$ cat src/design/tcw_pkg.sv
`default_nettype none

package tcw_pkg;

  localparam int CHAR_W = 8;
  localparam int ADDR_W = 11;
  localparam int DATA_W = 16;
  localparam int COL_OUT_W = 7;
  localparam int ROW_OUT_W = 5;

  localparam logic OP_PUT = 1'b0;
  localparam logic OP_READ = 1'b1;

  localparam logic [CHAR_W-1:0] NEWLINE_CHAR = 8'h0A;
  localparam logic [CHAR_W-1:0] BLANK_CHAR = 8'h20;
  // Attribute is never changed by any item, so every cell carries this one.
  localparam logic [CHAR_W-1:0] ATTR_BYTE = 8'h07;

  typedef enum logic [1:0] {
    ST_CLEAR = 2'b01,
    ST_RUN   = 2'b10
  } state_e;

  typedef struct packed {
    logic accept;      // input item taken this cycle
    logic clear_step;  // write one blank cell of the sweep
  } tcw_cmd_t;

  typedef struct packed {
    logic clear_last;  // sweep is at the last cell
    logic blank;       // the offered item, if a put, wraps past the last row
  } tcw_sts_t;

endpackage

`default_nettype wire

$ cat src/design/tcw_ctrl.sv
`default_nettype none

module tcw_ctrl
  import tcw_pkg::*;
(
  input  wire logic     clk_i,
  input  wire logic     rst_ni,
  input  wire logic     s_valid_i,
  output logic          s_ready_o,
  output logic          m_valid_o,
  input  wire logic     m_ready_i,
  input  wire tcw_sts_t sts_i,
  output tcw_cmd_t      cmd_o
);

  state_e st_q, st_d;
  logic   out_valid_q, out_valid_d;
  logic   slot_free;

  assign slot_free = !out_valid_q || m_ready_i;
  assign s_ready_o = (st_q == ST_RUN) && slot_free;
  assign m_valid_o = out_valid_q;

  assign cmd_o.accept     = s_ready_o && s_valid_i;
  assign cmd_o.clear_step = (st_q == ST_CLEAR);

  always_comb begin
    st_d = st_q;
    unique case (st_q)
      ST_CLEAR: begin
        if (sts_i.clear_last) st_d = ST_RUN;
      end
      ST_RUN: begin
        if (cmd_o.accept && sts_i.blank) st_d = ST_CLEAR;
      end
      default: st_d = ST_CLEAR;
    endcase
  end

  always_comb begin
    out_valid_d = out_valid_q;
    if (cmd_o.accept) begin
      out_valid_d = 1'b1;
    end else if (m_ready_i) begin
      out_valid_d = 1'b0;
    end
  end

  always_ff @(posedge clk_i or negedge rst_ni) begin
    if (!rst_ni) begin
      st_q        <= ST_CLEAR;
      out_valid_q <= 1'b0;
    end else begin
      st_q        <= st_d;
      out_valid_q <= out_valid_d;
    end
  end

  a_no_accept_in_clear: assert property (@(posedge clk_i) disable iff (!rst_ni)
    st_q == ST_CLEAR |-> !cmd_o.accept)
    else $error("item accepted during clear sweep");

  a_blank_starts_clear: assert property (@(posedge clk_i) disable iff (!rst_ni)
    cmd_o.accept && sts_i.blank |=> st_q == ST_CLEAR)
    else $error("screen blank did not start a sweep");

  a_accept_gives_result: assert property (@(posedge clk_i) disable iff (!rst_ni)
    cmd_o.accept |=> m_valid_o)
    else $error("accepted item produced no result");

endmodule

`default_nettype wire

$ cat config.mk
export PLATFORM = sky130hd
export DESIGN_NAME = tcw_ctrl
export DESIGN_NICKNAME = d
export VERILOG_FILES = /design/src/design/tcw_pkg.sv /design/src/design/tcw_ctrl.sv
export SDC_FILE = /design/constraint.sdc
export NUM_CORES = 1
export LEC_CHECK = 0
export ABC_CLOCK_PERIOD_IN_PS = 850
export BUFFER_PORTS_ARGS = -buffer_cell sky130_fd_sc_hd__buf_2
export CAP_MARGIN = 10
export CORE_AREA = 2 2 39 41
export DETAILED_ROUTE_END_ITERATION = 6
export DIE_AREA = 0 0 41 43
export PLACE_DENSITY = 0.34
export SLEW_MARGIN = 30
export SYNTH_ARGS = -nofsm -noshare
export SYNTH_HDL_FRONTEND = slang
export SYNTH_SLANG_ARGS = --single-unit
$ cat constraint.sdc
create_clock -name clk_i -period 0.85 [get_ports clk_i]
set_input_delay 0.085 -clock clk_i [delete_from_list [all_inputs] [get_ports clk_i]]
set_output_delay 0.085 -clock clk_i [all_outputs]
set_load 0.1 [all_outputs]
==> results of run 1 <==
-- report_power, final --
part           total, uW  switching [uW]  internal (uW)
Sequential           262            40.7            221
Combinational       1280             686            594
Clock                255            78.7            176
Total               1800             806            992
-- final timing paths --
| path | startpoint | end | cells past startpoint |
|---|---|---|---|
| min in group asynchronous | rst_ni | m_valid_o | 2 |
| worst min-delay path | s_valid_i | m_valid_o | 3 |
| max in group asynchronous | rst_ni | st_q[0] | 2 |
| worst min register to register | st_q[1] | st_q[1] | 3 |
| worst max register to register | m_valid_o | st_q[0] | 5 |
| worst max-delay path | m_valid_o | cmd_o[1] | 4 |
-- area by class of cell --
type,count,share of cell area
repair buffers,21,0.461
multi-input cells,11,0.250
flip-flops and latches,3,0.178
clock buffers,4,0.0583
well taps,16,0.0444
inverters,1,0.00833
-- flip-flops by register name, summed over array words and instances, names as in the netlist --
register / count
st_q: 2
m_valid_o: 1
-- worst register-to-register path: cells and delay by family, from the launching register on --
kind                   cells  cell delay, ns
DFF                        1            0.47
buffers and inverters      2            0.23
AOI/OAI and AO/OA          1            0.14
and+or+nand+nor            2            0.24
-- through the flow --
stage                util  std cells  hold slack, ns
floorplan               -         17          -0.211
global placement    0.267         47          -0.116
detailed placement  0.267         47          -0.115
CTS                 0.315         54           0.146
global route        0.325         56           0.163
finish              0.325         56           0.148
-- timing repair --
action,4_1_cts,5_1_grt
gates resized for setup,3,0
buffers inserted,1,2
pin swaps,2,1
endpoints found under the hold margin,4,0
hold buffers,2,0
endpoints found under the setup margin,7,7
-- layer usage --
layer  up-vias  routed length (um)  track usage
met5         -                   0            0
met4         0                  12       0.0800
met3         2                  17       0.0314
met2         6                 292        0.131
met1        91                 181       0.0841
li1        100                   -            -
-- cell families (layout without fill, tap and decap cells) --
| logic type | after synthesis | after routing | synth area share |
|---|---|---|---|
| AOI/OAI and AO/OA | 3 | 3 | 0.164 |
| and+or+nand+nor | 8 | 8 | 0.335 |
| buffers and inverters | 3 | 26 | 0.0986 |
| DFF | 3 | 3 | 0.401 |
==> flow_metrics.env, run 1 <==
export IMPL_power_uw=1800
export IMPL_synth_top_area_frac=0.263
export IMPL_tightest_slew_ns=0.138
export IMPL_antenna_found_initial=0
export IMPL_die_h_um=43
export IMPL_remaining_drc_errors=0
export IMPL_cts_sinks=3
export IMPL_post_place_ws_ns=-0.298
export IMPL_p_leak_uw=0.000211
export IMPL_max_freq_mhz=746
export IMPL_avgSynthCellArea_um2=11.2
export IMPL_finClkSkew_ns=0.00564
export IMPL_critical_path_cell_chain="nor2b_4, nor3_2, buf_4, buf_12"
export IMPL_core_um2=1380
export IMPL_grt_pass1_vias=227
export IMPL_reg2reg_slack_ns=-0.28
export IMPL_nFillCells=145
export IMPL_synth_area_leaders="dfrtp_1 (26%), dfstp_2 (14%), a2bb2oi_2 (7.9%)"
export IMPL_critPathLaunchType="flip-flop"
export IMPL_async_reset_ff_frac=1.00
export IMPL_syn_num_nets=23
export IMPL_peakVddDrop_v=0.00142
export IMPL_setup_tns_ns=-2.33
export IMPL_cts_root_buf="clkbuf_4"
export IMPL_outcome="finished, violations left"
export IMPL_synth_edff_count=0
export IMPL_worstPathRequired_ns=0.76
export IMPL_synthTopCellsByCount="buf_4 (2), dfrtp_1 (2), nand2_1 (2)"
export IMPL_setup_ws_ns=-0.491
export IMPL_wl_per_cell_um=9.00
export IMPL_dpl_hpwl_um=378
export IMPL_power_density_nw_per_um2=3990
export IMPL_critPathKind="reg -> out"
export IMPL_ant_nets=0
export IMPL_htree_levels=1
export IMPL_final_common_cell="buf_4"
export IMPL_hold_class="in -> reg"
export IMPL_start_util=0.137
export IMPL_area_growth_pct=137
export IMPL_final_cell_mix="buf_4 (8), buf_2 (5), buf_12 (4)"
export IMPL_die_w_um=41
export IMPL_die_area_um2=1760
export IMPL_io_buffers=9
export IMPL_yosysWarnings=0
export IMPL_grt_max_degree=4
export IMPL_synth_cell_type_count=14
export IMPL_critPathMaxFanout=2
export IMPL_clock_path_buffers=2
export IMPL_synth_ff_type="dfrtp_1"
export IMPL_cts_buffers=3
export IMPL_grt_pass1_wl_um=945
export IMPL_via_count=199
export IMPL_synth_area_um2=190
export IMPL_fin_crit_ns=1.34
export IMPL_worstSkewPairLatency_ns=0.23
export IMPL_finalCritPeriodShare=1.58
export IMPL_ff_latch_area_um2=80.1
export IMPL_hold_violations=0
export IMPL_crit_slowest_cell="dfrtp_4"
export IMPL_grt_util_all_layers=0.0865
export IMPL_avgViaCountPerCell=3.55
export IMPL_place_area_um2=369
export IMPL_slew_viol_final=0
export IMPL_clk_pin_slew_ns=0.04
export IMPL_violations="setup timing"
export IMPL_critPathMaxStageDelay_ns=0.47
export IMPL_first_pass_iters=1
export IMPL_cap_violations=0
export IMPL_critical_path_buf_inv_count=2
export IMPL_nets=47
export IMPL_drt_total_wl_um=504
export IMPL_synthCells=17
export IMPL_multi_input_area_um2=113
export IMPL_cts_tree="yes"
export IMPL_arrival_ns=1.26
export IMPL_path_delay_family="flip-flops"
export IMPL_yosys_area_top_type="dfrtp_1"
export IMPL_dr_first_iter_drc_count=0
export IMPL_rsz0062_at_grt="true"
export IMPL_place_congestion=0.649
export IMPL_gr_total_overflow=0
export IMPL_synth_seq_cells=3
export IMPL_setup_viol=7
export IMPL_drive_gt1_frac=0.800
export IMPL_rows=14
export IMPL_critPathCaptureType="output pin"
export IMPL_design_area_um2=450
export IMPL_maxSlewHeadroom=0.908
export IMPL_diodes=0
export IMPL_yosysSeqAreaShare=0.401
export IMPL_io_pin_count=10
Power figures use the tool's default switching activity.
==> inputs of run 2 (changes only) <==
--- a/config.mk
+++ b/config.mk
@@ -9,6 +9,7 @@
 export BUFFER_PORTS_ARGS = -buffer_cell sky130_fd_sc_hd__buf_2
 export CAP_MARGIN = 10
 export CORE_AREA = 2 2 39 41
+export CTS_BUF_LIST = sky130_fd_sc_hd__clkbuf_8
 export DETAILED_ROUTE_END_ITERATION = 6
 export DIE_AREA = 0 0 41 43
 export PLACE_DENSITY = 0.34
==> flow_metrics.env, run 2 (synthesis results as in run 1) <==
export IMPL_cp_num_cells=4
export IMPL_setup_viol=7
export IMPL_tightest_slew_ns=0.138
export IMPL_htree_levels=1
export IMPL_peakVddDrop_v=0.00144
export IMPL_p_sw_frac=0.422
export IMPL_final_cell_mix="buf_4 (8), buf_2 (5), buf_12 (4)"
export IMPL_power_uw=1940
export IMPL_path_delay_family="flip-flops"
export IMPL_design_area_um2=459
export IMPL_arrival_ns=1.23
export IMPL_cap_violations=0
export IMPL_largest_register_ffs=2
export IMPL_remaining_drc_errors=0
export IMPL_grt_util_all_layers=0.0855
export IMPL_maxSlewHeadroom=0.907
export IMPL_wl_met1_um=172
export IMPL_comb_power_share=0.658
export IMPL_clkPwrFrac=0.207
export IMPL_power_frac_seq=0.135
export IMPL_die_w_um=41
export IMPL_io_buffers=9
export IMPL_worstHoldPathCells=2
export IMPL_clock_path_buffers=2
export IMPL_drive_gt1_frac=0.821
export IMPL_rsz0062_at_grt="true"
export IMPL_crit_slowest_cell="dfrtp_4"
export IMPL_p_int_uw=1120
export IMPL_grt_pass1_wl_um=924
export IMPL_start_util=0.137
export IMPL_critPathMaxFanout=2
export IMPL_finClkSkew_ns=0.00289
export IMPL_clk_pin_slew_ns=0.03
export IMPL_place_congestion=0.649
export IMPL_cts_buffers=3
export IMPL_critPathMaxStageDelay_ns=0.46
export IMPL_violations="setup timing"
export IMPL_wl_per_cell_um=8.96
export IMPL_hold_violations=0
export IMPL_rows=14
export IMPL_routed_top_layer="met4"
export IMPL_critPathLaunchType="flip-flop"
export IMPL_grt_pass1_vias=213
export IMPL_worstPathRequired_ns=0.76
export IMPL_ant_nets=0
export IMPL_route_met3_wl_um=17
export IMPL_dpl_hpwl_um=378
export IMPL_io_pin_count=10
export IMPL_setup_ws_ns=-0.467
export IMPL_post_place_ws_ns=-0.298
export IMPL_fin_crit_ns=1.32
export IMPL_wl_met2_um=291
export IMPL_p_leak_uw=0.000219
export IMPL_r2r_cells=5
export IMPL_drt_total_wl_um=493
export IMPL_diodes=0
export IMPL_cts_root_buf="clkbuf_8"
export IMPL_grt_max_degree=4
export IMPL_postLayoutCoreUtil=0.332
export IMPL_cts_tree="yes"
export IMPL_critPathKind="reg -> out"
export IMPL_nets=46
export IMPL_power_density_nw_per_um2=4230
export IMPL_final_common_cell="buf_4"
export IMPL_worstSkewPairLatency_ns=0.21
export IMPL_slew_viol_final=0
export IMPL_max_freq_mhz=759
export IMPL_area_growth_pct=141
export IMPL_gr_total_overflow=0
export IMPL_die_area_um2=1760
export IMPL_die_h_um=43
export IMPL_critical_path_buf_inv_count=2
export IMPL_dr_first_iter_drc_count=1
export IMPL_first_pass_iters=2
export IMPL_finalCritPeriodShare=1.55
export IMPL_avgViaCountPerCell=3.45
export IMPL_via_count=190
export IMPL_antenna_found_initial=0
export IMPL_core_um2=1380
export IMPL_critPathCaptureType="output pin"
export IMPL_p_sw_uw=820
export IMPL_setup_tns_ns=-2.22
export IMPL_place_area_um2=369
export IMPL_hold_class="in -> reg"
export IMPL_critical_path_cell_chain="nor2b_4, nor3_2, buf_4, buf_12"
export IMPL_outcome="finished, violations left"
export IMPL_top_register="st_q"
export IMPL_cts_sinks=3
==> run 2: changes by cell type in the layout (fill, tap and decap cells not counted) <==
cell,delta
dlygate4sd3_1,-1
clkbuf_4,-3
clkbuf_8,+3
inv_1,+1
clkbuf_1,-1
==> run 2: path summary, 6_finish.rpt <==
check                           slack, ns      start         to
worst max-delay path                -0.47  m_valid_o   cmd_o[1]
worst min-delay path                 0.02   sts_i[1]    st_q[0]
worst max register to register      -0.28  m_valid_o    st_q[0]
worst min register to register       0.69    st_q[1]    st_q[1]
max in group asynchronous            0.46     rst_ni    st_q[0]
min in group asynchronous            0.20     rst_ni  m_valid_o
==> run 2: final cells by class <==
class	instances	area, um2
Fill cell	143	925
Timing Repair Buffer	20	198
Multi-Input combinational cell	11	113
Clock buffer	3	41.3
Tap cell	16	20.0
Inverter	1	3.75
Sequential cell	3	80.1
Clock inverter	1	3.75
==> run 2: what timing repair did <==
action | CTS | global route
pin swaps | 2 | 1
endpoints found under the setup margin | 7 | 7
resized for setup | 3 | 0
hold endpoints to repair | 3 | 0
hold buffers | 1 | 0
setup buffers | 1 | 2
==> run 2: power groups by stage <==
stage                     logic [uW]  clock network [uW]  registers (uW)
after floorplan                  729                   0             369
after global placement          1160                   0             259
after detailed placement        1170                   0             262
after CTS                       1200                 413             261
after global routing            1330                 419             270
final                           1280                 402             262
==> run 2: through the flow <==
step / hold slack (ns) / std cells
after floorplan: -0.211 / 17
after global placement: -0.116 / 47
after detailed placement: -0.115 / 47
after CTS: 0.0167 / 53
after global routing: 0.0226 / 55
final: 0.0186 / 55
==> run 2: per-layer routing <==
metal | vias up | GRT usage
met1 | 84 | 0.0809
met4 | 0 | 0.0800
met3 | 2 | 0.0314
met5 | - | 0
met2 | 6 | 0.131
li1 | 98 | -
==> inputs of run 3 (changes only) <==
--- a/config.mk
+++ b/config.mk
@@ -5,14 +5,14 @@
 export SDC_FILE = /design/constraint.sdc
 export NUM_CORES = 1
 export LEC_CHECK = 0
-export ABC_CLOCK_PERIOD_IN_PS = 850
+export ABC_CLOCK_PERIOD_IN_PS = 1500
 export BUFFER_PORTS_ARGS = -buffer_cell sky130_fd_sc_hd__buf_2
-export CAP_MARGIN = 10
+export CAP_MARGIN = 40
 export CORE_AREA = 2 2 39 41
 export CTS_BUF_LIST = sky130_fd_sc_hd__clkbuf_8
 export DETAILED_ROUTE_END_ITERATION = 6
 export DIE_AREA = 0 0 41 43
-export PLACE_DENSITY = 0.34
+export PLACE_DENSITY = 0.33
 export SLEW_MARGIN = 30
 export SYNTH_ARGS = -nofsm -noshare
 export SYNTH_HDL_FRONTEND = slang
==> constraint.sdc (replaced) <==
create_clock -name clk_i -period 1.5 [get_ports clk_i]
set_input_delay 0.15 -clock clk_i [delete_from_list [all_inputs] [get_ports clk_i]]
set_output_delay 0.15 -clock clk_i [all_outputs]
set_load 0.1 [all_outputs]
==> flow_metrics.env, run 3 (synthesis results as in run 1) <==
export IMPL_outcome="finished clean"
export IMPL_via_count=151
export IMPL_maxSlewHeadroom=0.680
export IMPL_nets=36
export IMPL_htree_levels=1
export IMPL_r2r_end="st_q[1]"
export IMPL_setup_tns_ns=0
export IMPL_power_frac_seq=0.162
export IMPL_drive_gt1_frac=0.724
export IMPL_reg2reg_slack_ns=0.50
export IMPL_p_leak_uw=0.000162
export IMPL_die_h_um=43
export IMPL_io_buffers=9
export IMPL_clkPwrFrac=0.251
export IMPL_r2r_cells=3
export IMPL_hold_worst_slack_ns=0.0986
export IMPL_rows=14
export IMPL_antenna_found_initial=0
export IMPL_p_sw_uw=430
export IMPL_max_freq_mhz=692
export IMPL_die_w_um=41
export IMPL_wl_met1_um=193
export IMPL_grt_max_degree=6
export IMPL_nFillCells=148
export IMPL_critical_path_buf_inv_count=1
export IMPL_place_area_um2=294
export IMPL_route_met3_wl_um=64
export IMPL_worstPathRequired_ns=1.35
export IMPL_critPathMaxStageDelay_ns=0.39
export IMPL_routed_top_layer="met3"
export IMPL_cp_endpoint="cmd_o[1]"
export IMPL_final_cell_mix="buf_2 (6), clkbuf_8 (3), buf_12 (3)"
export IMPL_dpl_hpwl_um=316
export IMPL_design_area_um2=349
export IMPL_cts_sinks=3
export IMPL_cts_root_buf="clkbuf_8"
export IMPL_p_int_uw=476
export IMPL_critPathMaxFanout=4
export IMPL_place_congestion=0.576
export IMPL_area_growth_pct=83.6
export IMPL_power_density_nw_per_um2=2600
export IMPL_comb_power_share=0.588
export IMPL_p_sw_frac=0.474
export IMPL_io_pin_count=10
export IMPL_remaining_drc_errors=0
export IMPL_post_cts_buffers=0
export IMPL_rsz0062_at_grt="false"
export IMPL_slew_viol_final=0
export IMPL_gr_total_overflow=0
export IMPL_peakVddDrop_v=0.000767
export IMPL_setup_viol=0
export IMPL_clock_path_buffers=2
export IMPL_fin_crit_ns=1.44
export IMPL_wl_per_cell_um=10.6
export IMPL_die_area_um2=1760
export IMPL_grt_pass1_vias=169
export IMPL_largest_register_ffs=2
export IMPL_avgViaCountPerCell=3.36
export IMPL_arrival_ns=1.29
export IMPL_ant_nets=0
export IMPL_cp_num_cells=3
export IMPL_clk_pin_slew_ns=0.03
export IMPL_place_inst=40
export IMPL_hold_violations=0
export IMPL_crit_slowest_cell="dfrtp_2"
export IMPL_critical_path_cell_chain="nor2b_4, nor3_1, buf_12"
export IMPL_first_pass_iters=1
export IMPL_worstSkewPairLatency_ns=0.21
export IMPL_path_delay_family="simple AND/OR/NAND/NOR gates"
export IMPL_wl_met2_um=218
export IMPL_finClkSkew_ns=0.00214
export IMPL_final_common_cell="buf_2"
export IMPL_tightest_slew_ns=0.484
export IMPL_timing_rr_start="st_q[0]"
export IMPL_critPathLaunch="m_valid_o"
export IMPL_critPathKind="reg -> out"
export IMPL_critPathLaunchType="flip-flop"
export IMPL_critPathCaptureType="output pin"
export IMPL_finalCritPeriodShare=0.963
export IMPL_cap_violations=0
export IMPL_drt_total_wl_um=476
export IMPL_final_cells=45
export IMPL_grt_util_all_layers=0.0714
export IMPL_grt_pass1_wl_um=724
export IMPL_cts_buffers=3
export IMPL_start_util=0.137
export IMPL_diodes=0
export IMPL_dr_first_iter_drc_count=0
export IMPL_core_um2=1380
export IMPL_top_register="st_q"
export IMPL_cts_tree="yes"
export IMPL_hold_class="in -> reg"
## run 3: per-layer routing
metal	GRT usage	up-vias
met4	0.0800	0
li1	-	77
met1	0.0710	64
met2	0.0813	10
met5	0	-
met3	0.0576	0
## run 3: layout make-up
class,count,area (um2),share of cell area
tap,16,20.0,0.0573
multi-input combinational,11,103,0.294
clock inverter,1,3.75,0.0108
inverter,1,3.75,0.0108
sequential,3,77.6,0.222
clock buffer,3,41.3,0.118
timing repair buffer,10,100,0.287
## run 3: how the worst min path moves through the flow
stage             start        end  slack, ns  cells past startpoint
6_report       sts_i[1]    st_q[0]        0.1                      2
5_1_grt        sts_i[1]    st_q[0]       0.10                      2
4_1_cts        sts_i[1]    st_q[0]        0.1                      2
3_5_place_dp     rst_ni    st_q[1]      -0.05                      1
3_3_place_gp     rst_ni    st_q[1]      -0.05                      1
2_1_floorplan    rst_ni  m_valid_o      -0.15                      0
## run 3: per-stage QoR
step	total power, uW	worst slack (ns)	util
2_1_floorplan	546	0.0403	-
3_3_place_gp	672	0.279	0.212
3_5_place_dp	678	0.289	0.212
4_1_cts	926	0.0350	0.252
5_1_grt	948	0.0128	0.252
6_report	906	0.0553	0.252
## run 3: what timing repair did
item | CTS | global route
setup endpoints to repair | 0 | 0
resized for setup | 0 | 0
endpoints found under the hold margin | 3 | 0
hold buffers | 1 | 0
## run 3: power by group through the flow
stage / combinational, uW / clock (uW) / sequential (uW)
after global placement: 529 / 0 / 143
after detailed placement: 531 / 0 / 147
after global routing: 550 / 247 / 151
final: 533 / 227 / 147
after floorplan: 347 / 0 / 199
after CTS: 539 / 239 / 147
